==> config.mk <==
export PLATFORM = sky130hd
export DESIGN_NAME = balance_pid_dual_pwm_core
export DESIGN_NICKNAME = d
export VERILOG_FILES = /design/src/rtl/bpd_pkg.sv /design/src/rtl/balance_pid_dual_pwm_core.sv /design/src/rtl/bpd_regs.sv /design/src/rtl/bpd_front.sv /design/src/rtl/bpd_scale.sv /design/src/rtl/bpd_duty.sv
export SDC_FILE = /design/constraint.sdc
export NUM_CORES = 2
export LEC_CHECK = 0
export BUFFER_PORTS_ARGS = -buffer_cell sky130_fd_sc_hd__buf_2
export CAP_MARGIN = 20
export CORE_AREA = 2 2 439 267
export CTS_CLUSTER_SIZE = 16
export DETAILED_ROUTE_END_ITERATION = 16
export DIE_AREA = 0 0 441 269
export GPL_TIMING_DRIVEN = 1
export HOLD_SLACK_MARGIN = 0.08
export PLACE_DENSITY = 0.75
export SYNTH_ARGS = -nofsm -noshare
export SYNTH_HDL_FRONTEND = slang
export SYNTH_HIERARCHICAL = 1
export SYNTH_SLANG_ARGS = --single-unit
==> constraint.sdc <==
create_clock -name clk -period 20.1 [get_ports clk]
set_input_delay 1.005 -clock clk [delete_from_list [all_inputs] [get_ports clk]]
set_output_delay 1.005 -clock clk [all_outputs]
set_load 0.05 [all_outputs]
==> src/rtl/bpd_pkg.sv <==
// bpd_pkg: shared widths, constants, register indexes and stage structs
// for the balance pid dual pwm core. No dependencies.
`default_nettype none

package bpd_pkg;

  // field widths
  localparam int ANGLE_W        = 16;
  localparam int ERR_W          = 17;
  localparam int DIFF_W         = 18;
  localparam int GAIN_W         = 15;
  localparam int DUTY_W         = 12;
  localparam int INTEGRAL_WIDTH = 24;
  localparam int ISUM_W         = INTEGRAL_WIDTH + 1;

  // product and sum widths (gain is unsigned, widened by one sign bit)
  localparam int PROD_P_W = GAIN_W + ERR_W + 1;
  localparam int PROD_I_W = GAIN_W + INTEGRAL_WIDTH + 1;
  localparam int PROD_D_W = GAIN_W + DIFF_W + 1;
  localparam int SUM_W    = ((PROD_I_W > PROD_D_W) ? PROD_I_W : PROD_D_W) + 2;

  // divide by 1000: shift out 3 bits (divide by 8), then multiply by the reciprocal of 125
  localparam int GAIN_SCALE = 1000;
  localparam int U_LIMIT    = 8192;
  localparam int SAT_LIMIT  = U_LIMIT * GAIN_SCALE;
  localparam int Q_W        = 14;
  localparam int DIV_PRE    = 3;
  localparam int DIV_X_W    = 20;
  localparam int RECIP_W    = 21;
  localparam int DIV_SHIFT  = 27;
  localparam int DIV_PROD_W = DIV_X_W + RECIP_W;
  localparam logic [RECIP_W-1:0] RECIP_125 = 21'd1073742;

  // duty arithmetic
  localparam int VAL_W = 16;
  localparam logic [DUTY_W-1:0] DUTY_MIN   = 12'd3;
  localparam logic [DUTY_W-1:0] DUTY_MAX   = 12'd4000;
  localparam logic [DUTY_W-1:0] HOLD_RESET = 12'd2000;

  // configuration reset values
  localparam logic [GAIN_W-1:0]  KP_RESET     = 15'd1000;
  localparam logic [GAIN_W-1:0]  KI_RESET     = 15'd0;
  localparam logic [GAIN_W-1:0]  KD_RESET     = 15'd5000;
  localparam logic [ANGLE_W-1:0] OFFSET_RESET = 16'd0;
  localparam logic [DUTY_W-1:0]  LPOS_RESET   = 12'd1823;
  localparam logic [DUTY_W-1:0]  LNEG_RESET   = 12'd2193;
  localparam logic [DUTY_W-1:0]  RPOS_RESET   = 12'd1857;
  localparam logic [DUTY_W-1:0]  RNEG_RESET   = 12'd2148;

  // apb register map
  localparam int ADDR_W    = 5;
  localparam int REG_IDX_W = 3;
  localparam int DATA_W    = 32;

  typedef enum logic [REG_IDX_W-1:0] {
    REG_KP,
    REG_KI,
    REG_KD,
    REG_OFFSET,
    REG_LPOS,
    REG_LNEG,
    REG_RPOS,
    REG_RNEG
  } reg_idx_t;

  typedef struct packed {
    logic [GAIN_W-1:0]         kp;
    logic [GAIN_W-1:0]         ki;
    logic [GAIN_W-1:0]         kd;
    logic signed [ANGLE_W-1:0] angle_offset;
    logic [DUTY_W-1:0]         left_pos_base;
    logic [DUTY_W-1:0]         left_neg_base;
    logic [DUTY_W-1:0]         right_pos_base;
    logic [DUTY_W-1:0]         right_neg_base;
  } cfg_t;

  // per-item data carried to the duty stage
  typedef struct packed {
    logic signed [ERR_W-1:0] err;
    logic                    err_pos;
    logic                    err_neg;
    logic                    prev_pos;
    logic                    prev_neg;
  } tag_t;

  typedef struct packed {
    logic signed [DIFF_W-1:0]         diff;
    logic signed [INTEGRAL_WIDTH-1:0] integ;
    tag_t                             tag;
  } front_t;

  typedef struct packed {
    logic [Q_W-1:0] q;
    logic           neg;
    tag_t           tag;
  } scale_t;

endpackage

`default_nettype wire

==> src/rtl/balance_pid_dual_pwm_core.sv <==
// balance_pid_dual_pwm_core: top level of the pid balance controller with
// two pwm compare outputs. Depends on bpd_pkg and all bpd_* modules.
//
//   channel   signals                                     direction
//   input     in_valid, in_ready, tilt_angle              item in
//   output    out_valid, out_ready, left_duty,
//             right_duty, angle_error                     item out
//   config    psel, penable, pwrite, paddr, pwdata,
//             prdata, pready                              apb slave
//
// One item per clock sustained while out_ready is high; a result passes the
// front register, four product/sum/divide stages and the duty register in
// that order. Each stage holds while the one after it is full, so
// a stalled output backs up stage by stage while earlier stages still fill.
// Synchronous reset clears valids and controller state, and sets held duties
// (2000) and the configuration registers to their reset values.
`default_nettype none

module balance_pid_dual_pwm_core (
  input  logic                              clk,
  input  logic                              rst,
  input  logic                              in_valid,
  output logic                              in_ready,
  input  logic signed [bpd_pkg::ANGLE_W-1:0] tilt_angle,
  output logic                              out_valid,
  input  logic                              out_ready,
  output logic [bpd_pkg::DUTY_W-1:0]        left_duty,
  output logic [bpd_pkg::DUTY_W-1:0]        right_duty,
  output logic signed [bpd_pkg::ERR_W-1:0]  angle_error,
  input  logic                              psel,
  input  logic                              penable,
  input  logic                              pwrite,
  input  logic [bpd_pkg::ADDR_W-1:0]        paddr,
  input  logic [bpd_pkg::DATA_W-1:0]        pwdata,
  output logic [bpd_pkg::DATA_W-1:0]        prdata,
  output logic                              pready
);
  import bpd_pkg::*;

  cfg_t   cfg;
  logic   f_valid, f_ready;
  front_t f_data;
  logic   s_valid, s_ready;
  scale_t s_data;

  // configuration registers
  bpd_regs u_regs (
    .clk     (clk),
    .rst     (rst),
    .psel    (psel),
    .penable (penable),
    .pwrite  (pwrite),
    .paddr   (paddr),
    .pwdata  (pwdata),
    .prdata  (prdata),
    .pready  (pready),
    .cfg     (cfg)
  );

  // error, difference and integral
  bpd_front u_front (
    .clk        (clk),
    .rst        (rst),
    .cfg        (cfg),
    .in_valid   (in_valid),
    .in_ready   (in_ready),
    .tilt_angle (tilt_angle),
    .s_valid    (f_valid),
    .s_ready    (f_ready),
    .s_data     (f_data)
  );

  // gains and divide by 1000
  bpd_scale u_scale (
    .clk       (clk),
    .rst       (rst),
    .cfg       (cfg),
    .in_valid  (f_valid),
    .in_ready  (f_ready),
    .in_data   (f_data),
    .out_valid (s_valid),
    .out_ready (s_ready),
    .out_data  (s_data)
  );

  // duty selection and result register
  bpd_duty u_duty (
    .clk         (clk),
    .rst         (rst),
    .cfg         (cfg),
    .in_valid    (s_valid),
    .in_ready    (s_ready),
    .in_data     (s_data),
    .out_valid   (out_valid),
    .out_ready   (out_ready),
    .left_duty   (left_duty),
    .right_duty  (right_duty),
    .angle_error (angle_error)
  );

endmodule

`default_nettype wire

==> src/rtl/bpd_regs.sv <==
// bpd_regs: apb configuration registers of the balance pid core.
// Depends on bpd_pkg.
`default_nettype none

module bpd_regs (
  input  logic                       clk,
  input  logic                       rst,
  input  logic                       psel,
  input  logic                       penable,
  input  logic                       pwrite,
  input  logic [bpd_pkg::ADDR_W-1:0] paddr,
  input  logic [bpd_pkg::DATA_W-1:0] pwdata,
  output logic [bpd_pkg::DATA_W-1:0] prdata,
  output logic                       pready,
  output bpd_pkg::cfg_t              cfg
);
  import bpd_pkg::*;

  reg_idx_t idx;
  logic     wr;

  assign idx    = reg_idx_t'(paddr[ADDR_W-1:2]);
  assign wr     = psel && penable && pwrite && pready;
  assign pready = 1'b1;

  // register writes
  always_ff @(posedge clk) begin
    if (rst) begin
      cfg.kp             <= KP_RESET;
      cfg.ki             <= KI_RESET;
      cfg.kd             <= KD_RESET;
      cfg.angle_offset   <= OFFSET_RESET;
      cfg.left_pos_base  <= LPOS_RESET;
      cfg.left_neg_base  <= LNEG_RESET;
      cfg.right_pos_base <= RPOS_RESET;
      cfg.right_neg_base <= RNEG_RESET;
    end else if (wr) begin
      case (idx)
        REG_KP:     cfg.kp             <= pwdata[GAIN_W-1:0];
        REG_KI:     cfg.ki             <= pwdata[GAIN_W-1:0];
        REG_KD:     cfg.kd             <= pwdata[GAIN_W-1:0];
        REG_OFFSET: cfg.angle_offset   <= pwdata[ANGLE_W-1:0];
        REG_LPOS:   cfg.left_pos_base  <= pwdata[DUTY_W-1:0];
        REG_LNEG:   cfg.left_neg_base  <= pwdata[DUTY_W-1:0];
        REG_RPOS:   cfg.right_pos_base <= pwdata[DUTY_W-1:0];
        REG_RNEG:   cfg.right_neg_base <= pwdata[DUTY_W-1:0];
        default: ;
      endcase
    end
  end

  // read mux
  always_comb begin
    case (idx)
      REG_KP:     prdata = DATA_W'(cfg.kp);
      REG_KI:     prdata = DATA_W'(cfg.ki);
      REG_KD:     prdata = DATA_W'(cfg.kd);
      REG_OFFSET: prdata = DATA_W'($signed(cfg.angle_offset));
      REG_LPOS:   prdata = DATA_W'(cfg.left_pos_base);
      REG_LNEG:   prdata = DATA_W'(cfg.left_neg_base);
      REG_RPOS:   prdata = DATA_W'(cfg.right_pos_base);
      REG_RNEG:   prdata = DATA_W'(cfg.right_neg_base);
      default:    prdata = '0;
    endcase
  end

endmodule

`default_nettype wire

==> src/rtl/bpd_front.sv <==
// bpd_front: input register stage; forms the error, difference and
// saturating integral and keeps prev_error / error_integral. Uses bpd_pkg.
`default_nettype none

module bpd_front (
  input  logic                        clk,
  input  logic                        rst,
  input  bpd_pkg::cfg_t               cfg,
  input  logic                        in_valid,
  output logic                        in_ready,
  input  logic signed [bpd_pkg::ANGLE_W-1:0] tilt_angle,
  output logic                        s_valid,
  input  logic                        s_ready,
  output bpd_pkg::front_t             s_data
);
  import bpd_pkg::*;

  logic signed [ERR_W-1:0]          prev_error;
  logic signed [INTEGRAL_WIDTH-1:0] error_integral;
  logic signed [ERR_W-1:0]          err;
  logic signed [DIFF_W-1:0]         diff;
  logic signed [ISUM_W-1:0]         isum;
  logic signed [INTEGRAL_WIDTH-1:0] integral_next;
  logic                             accept;
  tag_t                             tag;

  assign in_ready = !s_valid || s_ready;
  assign accept   = in_valid && in_ready;

  // error and difference
  always_comb begin
    err  = ERR_W'(tilt_angle) - ERR_W'(cfg.angle_offset);
    diff = DIFF_W'(err) - DIFF_W'(prev_error);
  end

  // saturating integral
  always_comb begin
    isum = ISUM_W'(err) + ISUM_W'(error_integral);
    if (isum[ISUM_W-1] != isum[ISUM_W-2]) begin
      integral_next = isum[ISUM_W-1] ? {1'b1, {(INTEGRAL_WIDTH-1){1'b0}}}
                                     : {1'b0, {(INTEGRAL_WIDTH-1){1'b1}}};
    end else begin
      integral_next = isum[INTEGRAL_WIDTH-1:0];
    end
  end

  // sign flags for the duty stage
  always_comb begin
    tag.err      = err;
    tag.err_pos  = !err[ERR_W-1] && (err != '0);
    tag.err_neg  = err[ERR_W-1];
    tag.prev_pos = !prev_error[ERR_W-1] && (prev_error != '0);
    tag.prev_neg = prev_error[ERR_W-1];
  end

  // controller state
  always_ff @(posedge clk) begin
    if (rst) begin
      prev_error     <= '0;
      error_integral <= '0;
    end else if (accept) begin
      prev_error     <= err;
      error_integral <= integral_next;
    end
  end

  // stage register
  always_ff @(posedge clk) begin
    if (rst) begin
      s_valid <= 1'b0;
    end else if (in_ready) begin
      s_valid <= in_valid;
    end
  end

  always_ff @(posedge clk) begin
    if (accept) begin
      s_data.diff  <= diff;
      s_data.integ <= integral_next;
      s_data.tag   <= tag;
    end
  end

endmodule

`default_nettype wire

==> src/rtl/bpd_scale.sv <==
// bpd_scale: gain products, their sum and the truncating divide by 1000,
// as four register stages. Uses bpd_pkg.
`default_nettype none

module bpd_scale (
  input  logic            clk,
  input  logic            rst,
  input  bpd_pkg::cfg_t   cfg,
  input  logic            in_valid,
  output logic            in_ready,
  input  bpd_pkg::front_t in_data,
  output logic            out_valid,
  input  logic            out_ready,
  output bpd_pkg::scale_t out_data
);
  import bpd_pkg::*;

  // stage valids and enables
  logic v1, v2, v3;
  logic en1, en2, en3, en4;

  // stage 1: products
  logic signed [PROD_P_W-1:0] prod_p;
  logic signed [PROD_I_W-1:0] prod_i;
  logic signed [PROD_D_W-1:0] prod_d;
  tag_t                       tag1;
  // stage 2: sum
  logic signed [SUM_W-1:0]    sum;
  tag_t                       tag2;
  // stage 3: magnitude prepared for the reciprocal multiply
  logic [SUM_W-1:0]           mag;
  logic [DIV_X_W-1:0]         div_x;
  logic                       neg3;
  logic                       sat3;
  tag_t                       tag3;
  // stage 4 input
  logic [DIV_PROD_W-1:0]      div_prod;

  assign en4      = !out_valid || out_ready;
  assign en3      = !v3 || en4;
  assign en2      = !v2 || en3;
  assign en1      = !v1 || en2;
  assign in_ready = en1;

  // valid chain
  always_ff @(posedge clk) begin
    if (rst) begin
      v1        <= 1'b0;
      v2        <= 1'b0;
      v3        <= 1'b0;
      out_valid <= 1'b0;
    end else begin
      if (en1) v1 <= in_valid;
      if (en2) v2 <= v1;
      if (en3) v3 <= v2;
      if (en4) out_valid <= v3;
    end
  end

  // gain products
  always_ff @(posedge clk) begin
    if (en1) begin
      prod_p <= $signed({1'b0, cfg.kp}) * in_data.tag.err;
      prod_i <= $signed({1'b0, cfg.ki}) * in_data.integ;
      prod_d <= $signed({1'b0, cfg.kd}) * in_data.diff;
      tag1   <= in_data.tag;
    end
  end

  // sum of the three terms
  always_ff @(posedge clk) begin
    if (en2) begin
      sum  <= SUM_W'(prod_p) + SUM_W'(prod_i) + SUM_W'(prod_d);
      tag2 <= tag1;
    end
  end

  // magnitude, saturation past the clamp range, pre-divide by 8 (shift out 3 bits)
  assign mag = sum[SUM_W-1] ? SUM_W'(-sum) : SUM_W'(sum);

  always_ff @(posedge clk) begin
    if (en3) begin
      div_x <= mag[DIV_PRE +: DIV_X_W];
      sat3  <= (mag >= SUM_W'(SAT_LIMIT));
      neg3  <= sum[SUM_W-1];
      tag3  <= tag2;
    end
  end

  // quotient by 125 via reciprocal multiply
  assign div_prod = DIV_PROD_W'(div_x) * DIV_PROD_W'(RECIP_125);

  always_ff @(posedge clk) begin
    if (en4) begin
      out_data.q   <= sat3 ? Q_W'(U_LIMIT) : div_prod[DIV_SHIFT +: Q_W];
      out_data.neg <= neg3;
      out_data.tag <= tag3;
    end
  end

endmodule

`default_nettype wire

==> src/rtl/bpd_duty.sv <==
// bpd_duty: per-side base selection, clamp and held duty values; the
// held values are the result register. Uses bpd_pkg.
`default_nettype none

module bpd_duty (
  input  logic                             clk,
  input  logic                             rst,
  input  bpd_pkg::cfg_t                    cfg,
  input  logic                             in_valid,
  output logic                             in_ready,
  input  bpd_pkg::scale_t                  in_data,
  output logic                             out_valid,
  input  logic                             out_ready,
  output logic [bpd_pkg::DUTY_W-1:0]       left_duty,
  output logic [bpd_pkg::DUTY_W-1:0]       right_duty,
  output logic signed [bpd_pkg::ERR_W-1:0] angle_error
);
  import bpd_pkg::*;

  logic              load;
  logic [DUTY_W-1:0] left_next;
  logic [DUTY_W-1:0] right_next;

  function automatic logic [DUTY_W-1:0] clamp_duty(input logic signed [VAL_W-1:0] v);
    logic [DUTY_W-1:0] r;
    if (v > $signed(VAL_W'(DUTY_MAX))) begin
      r = DUTY_MAX;
    end else if (v < $signed(VAL_W'(DUTY_MIN))) begin
      r = DUTY_MIN;
    end else begin
      r = v[DUTY_W-1:0];
    end
    return r;
  endfunction

  function automatic logic [DUTY_W-1:0] side_duty(
    input tag_t              t,
    input logic [Q_W-1:0]    q,
    input logic              neg,
    input logic [DUTY_W-1:0] pos_base,
    input logic [DUTY_W-1:0] neg_base,
    input logic [DUTY_W-1:0] hold
  );
    logic [DUTY_W-1:0]       base;
    logic signed [VAL_W-1:0] v;
    logic [DUTY_W-1:0]       r;
    base = t.err_pos ? pos_base : neg_base;
    v    = neg ? $signed(VAL_W'(base)) + $signed(VAL_W'(q))
               : $signed(VAL_W'(base)) - $signed(VAL_W'(q));
    if (t.err_pos || t.err_neg) begin
      r = clamp_duty(v);
    end else if (t.prev_pos) begin
      r = clamp_duty($signed(VAL_W'(pos_base)));
    end else if (t.prev_neg) begin
      r = clamp_duty($signed(VAL_W'(neg_base)));
    end else begin
      r = hold;
    end
    return r;
  endfunction

  assign in_ready = !out_valid || out_ready;
  assign load     = in_valid && in_ready;

  // next duty per side
  always_comb begin
    left_next  = side_duty(in_data.tag, in_data.q, in_data.neg,
                           cfg.left_pos_base, cfg.left_neg_base, left_duty);
    right_next = side_duty(in_data.tag, in_data.q, in_data.neg,
                           cfg.right_pos_base, cfg.right_neg_base, right_duty);
  end

  // result register, doubling as the held duty values
  always_ff @(posedge clk) begin
    if (rst) begin
      out_valid  <= 1'b0;
      left_duty  <= HOLD_RESET;
      right_duty <= HOLD_RESET;
    end else begin
      if (in_ready) out_valid <= in_valid;
      if (load) begin
        left_duty  <= left_next;
        right_duty <= right_next;
      end
    end
  end

  always_ff @(posedge clk) begin
    if (load) begin
      angle_error <= in_data.tag.err;
    end
  end

  // outputs always inside the clamp range
  a_duty_range: assert property (@(posedge clk) disable iff (rst)
    out_valid |-> (left_duty >= DUTY_MIN) && (left_duty <= DUTY_MAX) &&
                  (right_duty >= DUTY_MIN) && (right_duty <= DUTY_MAX))
    else $error("duty outside clamp range");

  // zero error after zero error keeps the held values
  a_hold: assert property (@(posedge clk) disable iff (rst)
    (load && !in_data.tag.err_pos && !in_data.tag.err_neg &&
     !in_data.tag.prev_pos && !in_data.tag.prev_neg)
    |=> (left_duty == $past(left_duty)) && (right_duty == $past(right_duty)))
    else $error("held duty changed on zero error");

  // a positive error item reports a positive angle error
  a_err_sign: assert property (@(posedge clk) disable iff (rst)
    (load && in_data.tag.err_pos)
    |=> out_valid && !angle_error[ERR_W-1] && (angle_error != '0))
    else $error("angle error sign lost");

endmodule

`default_nettype wire
### Word-level counts from Yosys, hierarchy flattened

Cells that the tools add are included.

| storage, ports and cells | value |
|---|---|
| register bits | 530 |
| input bits | 60 |
| output and inout bits | 76 |
| logic and storage cells | 150 |

| operators by class | value |
|---|---|
| add/sub/neg operators | 10 |
| multipliers | 4 |
| eq/ne operators | 8 |
| magnitude comparators | 13 |
| mux-type cells | 26 |
| reductions and logical operators | 34 |

Operators with widths:

| cell | number |
|---|---|
| 32-bit case mux with 8 select lines | 1 |
| 12-bit 2-to-1 mux | 20 |
| 12-bit > comparator (second input constant) | 4 |
| 12-bit by 2-bit < comparator with 1-bit output (second input constant) | 4 |
| 24-bit 2-to-1 mux | 2 |
| 41-bit by 34-bit adder with 42-bit output | 1 |
| 42-bit by 23-bit greater-or-equal comparator with 1-bit output (second input constant) | 1 |
| 42-bit 2-to-1 mux | 1 |
| 42-bit negator | 1 |
| 33-bit by 40-bit adder with 41-bit output | 1 |
| 16-bit by 24-bit multiplier with 40-bit output | 1 |
| 20-bit by 20-bit multiplier with 40-bit output (second input constant) | 1 |
| 16-bit by 18-bit multiplier with 34-bit output | 1 |
| 17-bit nonzero test | 2 |
| 16-bit by 17-bit multiplier with 33-bit output | 1 |
| 16-bit by 13-bit > comparator with 1-bit output (second input constant) | 2 |
| 16-bit by 3-bit < comparator with 1-bit output (second input constant) | 2 |
| 16-bit 2-to-1 mux | 2 |
| 12-bit by 14-bit adder with 15-bit output | 2 |
| 12-bit by 14-bit subtractor with 15-bit output | 2 |
| 17-bit by 24-bit adder with 25-bit output | 1 |
| 2-bit AND reduction | 9 |
| 17-bit by 17-bit subtractor with 18-bit output | 1 |
| 16-bit by 16-bit subtractor with 17-bit output | 1 |
| other kinds (9) | 31 |

### Logic depth before layout (Yosys ltp)

| logic depth | value |
|---|---|
| word-level depth | 8 |
| gate-level depth with buffers | 26 |
| mapped depth without buffers | 24 |

### Cells and area by module

The synthesis kept the hierarchy.

Modules (own cells, without submodules):

| module | seq. area each (µm²) | cells an instance | instances | area an instance (µm²) |
|---|---|---|---|---|
| bpd_scale | 8187.9 | 5022 | 1 | 50289.5 |
| bpd_front | 2702.6 | 663 | 1 | 6496.2 |
| bpd_regs | 2182.1 | 630 | 1 | 5188.7 |
| bpd_duty | 1011.0 | 665 | 1 | 5151.2 |

### Worst setup path after synthesis

Ideal clock, no wire load.

| timing path | value |
|---|---|
| kind | input to register |
| from | input port out_ready |
| to | register u_front/s_data[0] (netlist bit), enable pin |
| stages on the path | 9 |
| data required time | 19649 ps |
| data arrival time | 7380 ps |
| slack | 12269 ps |
| setup time | 451 ps |
| buffers on the path | 2 |
| cells stage by stage | nand2b_1 -> nor2b_1 -> and3_1 -> nand2_1 -> nand2b_1 -> nand2_1 -> clkbuf_1 -> inv_1 -> clkbuf_1 |

| on the way | value |
|---|---|
| longest elaborated chain between the ends | 7 |

RTL lines:

| element | RTL line | RTL |
|---|---|---|
| start: declaration | balance_pid_dual_pwm_core.sv:26 | `input logic out_ready,` |
| 1-bit logical OR | bpd_duty.sv:62 | `assign in_ready = !out_valid \|\| out_ready;` |
| 1-bit logical OR | bpd_scale.sv:39 | `assign en4 = !out_valid \|\| out_ready;` |
| 1-bit logical OR | bpd_scale.sv:40 | `assign en3 = !v3 \|\| en4;` |
| 1-bit logical OR | bpd_scale.sv:41 | `assign en2 = !v2 \|\| en3;` |
| 1-bit logical OR | bpd_scale.sv:42 | `assign en1 = !v1 \|\| en2;` |
| net f_ready | balance_pid_dual_pwm_core.sv:41 | `logic f_valid, f_ready;` |
| 1-bit logical OR | bpd_front.sv:27 | `assign in_ready = !s_valid \|\| s_ready;` |
| net in_ready | balance_pid_dual_pwm_core.sv:23 | `output logic in_ready,` |
| 1-bit logical AND | bpd_front.sv:28 | `assign accept = in_valid && in_ready;` |
| net u_front.accept | bpd_front.sv:24 | `logic accept;` |
| end: declaration | bpd_front.sv:14 | `output bpd_pkg::front_t s_data` |

The timed path passes the listed nets, and every way through them passes these cells.
A chain may end at the register's enable or synchronous reset.

### Final worst setup path

| timing path | value |
|---|---|
| from | register, netlist name u_regs/cfg[69] |
| to | register u_scale.prod_d[33], data pin |

| on the way | value |
|---|---|
| longest elaborated chain between the ends | 1 |

RTL lines:

| element | RTL line | RTL |
|---|---|---|
| 16-bit by 18-bit multiplier with 34-bit output | bpd_scale.sv:65 | `prod_d <= $signed({1'b0, cfg.kd}) * in_data.diff;` |
| end signal: assignment | bpd_scale.sv:65 |  |
| end: declaration | bpd_scale.sv:25 | `logic signed [PROD_D_W-1:0] prod_d;` |

No other way between the ends.

==> impl_metrics.py <==
metrics = {
    "status": {
        "status": "completed",
    },
    "cells_and_area": {
        "seqCellArea_um2": 14100,
        "finalNetCount": 8588,
        "drive_gt1_share_pct": 5.08,
        "n_fill_cell": 9481,
        "syn_to_final_growth_pct": 5.33,
        "final_area_um2": 70700,
        "final_common_cell": "inv_1",
        "final_cell_mix": "1290 x inv_1, 1014 x fa_1, 787 x nand2_1",
        "fin_util_pct": 61.4,
        "multi_input_area_um2": 46900,
    },
    "synth": {
        "yosysTopAreaCell": "fa_1",
        "yosys_warnings": 6,
        "synth_nets": 8639,
        "syn_inst": 6980,
        "synth-seq-area-share_pct": 21.0,
        "postSynth.asyncResetShare_pct": 0,
        "synth_area_leaders": "fa_1 30%, edfxtp_1 16%, ha_1 11%",
        "ys.flop_type": "edfxtp_1",
        "synth_edf_count": 349,
        "ys_seq_elements": 529,
        "syn-cell-area_um2": 67100,
        "synth_top_area_share_pct": 30.2,
        "synth_cell_types": 103,
        "syn_avg_cell_area_um2": 9.62,
    },
    "drt": {
        "drtAntennaViolNets": 0,
        "vias_per_cell": 5.88,
        "wirelength_um": 180000,
        "vias": 50000,
        "first_iter_violations": 5191,
        "wl_per_cell_um": 21.2,
        "post-route-drc-count": 0,
        "drt-pass1-iter-count": 6,
    },
    "worst_hold_path": {
        "holdPathStages": 0,
        "min_to": "u_duty/angle_error[8]",
        "hp-class": "register to register",
        "hold_start": "u_scale/out_data[12]",
    },
    "clocking": {
        "cts_tree": "built",
        "clock-sinks": 529,
        "clkTransAtPathRegs_ns": 0.07,
        "cts_resized": 0,
        "clockBufferDepth": 3,
        "post_cts_buffers": 0,
        "root_buffer": "clkbuf_16",
        "cts_buffers": 53,
        "htreeDepth": 2,
        "holdBufCountCts": 0,
        "insertion_delay_ns": 0.66,
    },
    "die": {
        "dieArea_um2": 119000,
        "rows": 97,
        "start_util_pct": 58.3,
        "dieHeight_um": 269,
        "io_pins": 136,
        "coreArea_um2": 115000,
        "die_x_um": 441,
    },
    "flow_run": {
        "max_cap_violations": 0,
    },
    "sta": {
        "worst_pin_slew_ns": 1.14,
        "slew_violations": 0,
        "rsz0062_at_grt": "false",
        "fmax_ghz": 0.132,
        "setup-tns-final_ns": 0,
        "finalCritPeriodShare_pct": 37.7,
        "hold_viol_final": 0,
        "setup_viol": 0,
        "slew_headroom_pct": 23.4,
        "fin_crit_ns": 7.57,
        "finalClockSkew_ns": 0.0402,
    },
    "critical_path": {
        "path_max_fanout": 20,
        "rrSetupSlack_ns": 12.53,
        "cp_slowest_cell": "dfxtp_1",
        "max_stage_delay_ns": 0.99,
        "cp-start-kind": "register",
        "cp.arrival_ns": 7.96,
        "r2r_end": "u_scale/prod_d[33]",
        "cp_cell_sequence": "and2_1, fa_1, inv_1, fa_1, fa_1, inv_1, fa_1, fa_1, inv_1, fa_1, inv_1, ha_1, and2_1, a221o_1, nor3_1, a211oi_1, a311o_1, a311oi_1, o31ai_1, a31o_2, xnor2_1",
        "endpoint_kind": "register",
        "critical_path_class": "register to register",
        "rr_startpoint": "u_regs/cfg[69]",
        "cpMostUsedCell": "fa_1",
        "worstRegToRegCells": 21,
        "crit_required_ns": 20.48,
    },
    "placed_design": {
        "port_buffers": 116,
        "place_area_um2": 68800,
        "place.gp.congestion": 0.973,
        "dp_hpwl_um": 144000,
    },
    "grt": {
        "grt_use_total_pct": 31.0,
        "first_global_vias": 50100,
        "grt_pass1_wl_um": 285000,
        "overflow": 0,
        "antenna_found_initial": 7,
        "grt_max_degree": 77,
    },
}
-- state kept, by name, indices dropped and copies added (netlist names), 12 cells and up --
name	flops
u_regs/cfg	109
u_front/s_data	62
u_scale/sum	42
u_scale/prod_i	40
u_scale/out_data	36
u_scale/prod_d	34
u_scale/prod_p	33
u_front/error_integral	24
u_scale/tag1	21
u_scale/tag2	21
u_scale/tag3	21
u_scale/div_x	20
u_duty/angle_error	17
u_front/prev_error	17
u_duty/left_duty	12
u_duty/right_duty	12
-- synthesized netlist by cell type, drive strengths merged (28+ instances only) --
cell and number:
a211oi 47, a21o 90, a21oi 299, a221oi 35, a31oi 53, and2 433
and3 41, buf 85, clkbuf 194, dfxtp 180, edfxtp 349, fa 1014
ha 585, inv 1294, mux2 39, mux2i 43, nand2 789, nand2b 53
nand3 68, nand3b 43, nor2 275, nor2b 39, nor3 75, nor4 32
o21a 35, o21ai 200, or3 28, xnor2 166, xor2 51
-- kinds of logic (layout without fill, tap and decap cells) --
group / after synthesis / after routing / synth area share [%]
AND/OR/NAND/NOR: 1949 / 1949 / 14.3
adder cells (fa/ha/maj): 1599 / 1599 / 41.1
buffers and inverters: 1573 / 1565 / 9.14
AO/OA/AOI/OAI: 1027 / 1027 / 10.1
flip-flops: 529 / 529 / 21.0
XOR/XNOR: 217 / 217 / 2.83
multiplexers: 85 / 85 / 1.43
other: 1 / 2 / 0.00559
-- per-stage QoR --
stage / cells / setup WS [ns] / hold WS (ns)
floorplan: 6980 / 12.27 / 0.400
global placement: 8406 / 12.68 / 0.400
detailed placement: 8406 / 12.55 / 0.405
CTS: 8504 / 12.53 / 0.420
global route: 8506 / 12.17 / 0.423
finish: 8507 / 12.53 / 0.418
-- per-layer routing --
layer | up-vias | global-route usage (%) | wire length (um)
met3 | 279 | 6.35 | 18100
met4 | 0 | 9.61 | 5890
li1 | 22400 | - | -
met5 | - | 0 | 0
met1 | 25000 | 47.0 | 81200
met2 | 2311 | 44.4 | 75200
-- critical path, delay by kind of cell (launching register included) --
kind | cells | cell delay (ns)
xor+xnor | 1 | 0.14
buf+inv | 4 | 0.23
flops | 1 | 0.99
simple gates | 3 | 0.69
compound gates | 6 | 2.05
fa+ha+maj | 7 | 3.18
-- area by class of cell --
type                       instances  share of cell area [%]
antenna                            1                 0.00354
tap                             1534                    2.71
timing repair buffer             173                    1.49
clock buffer                      59                    1.91
clock inverter                    39                   0.729
sequential                       529                    19.9
multi-input combinational       4878                    66.4
inverter                        1294                    6.87
-- how the worst max path moves through the flow --
stage / startpoint / to / slack, ns / depth (start not counted)
after CTS: u_regs/cfg[74] / u_scale/prod_d[33] / 12.53 / 20
after global placement: u_regs/cfg[74] / u_scale/prod_d[33] / 12.68 / 20
after global routing: u_regs/cfg[65] / u_scale/prod_d[30] / 12.17 / 20
after detailed placement: u_regs/cfg[74] / u_scale/prod_d[33] / 12.55 / 20
after floorplan: out_ready / u_front/s_data[0] / 12.27 / 9
final: u_regs/cfg[69] / u_scale/prod_d[33] / 12.53 / 21
Power is left out: the tool's default activity adds up to more than one toggle a clock period on the data nets, which glitch-free logic cannot reach.
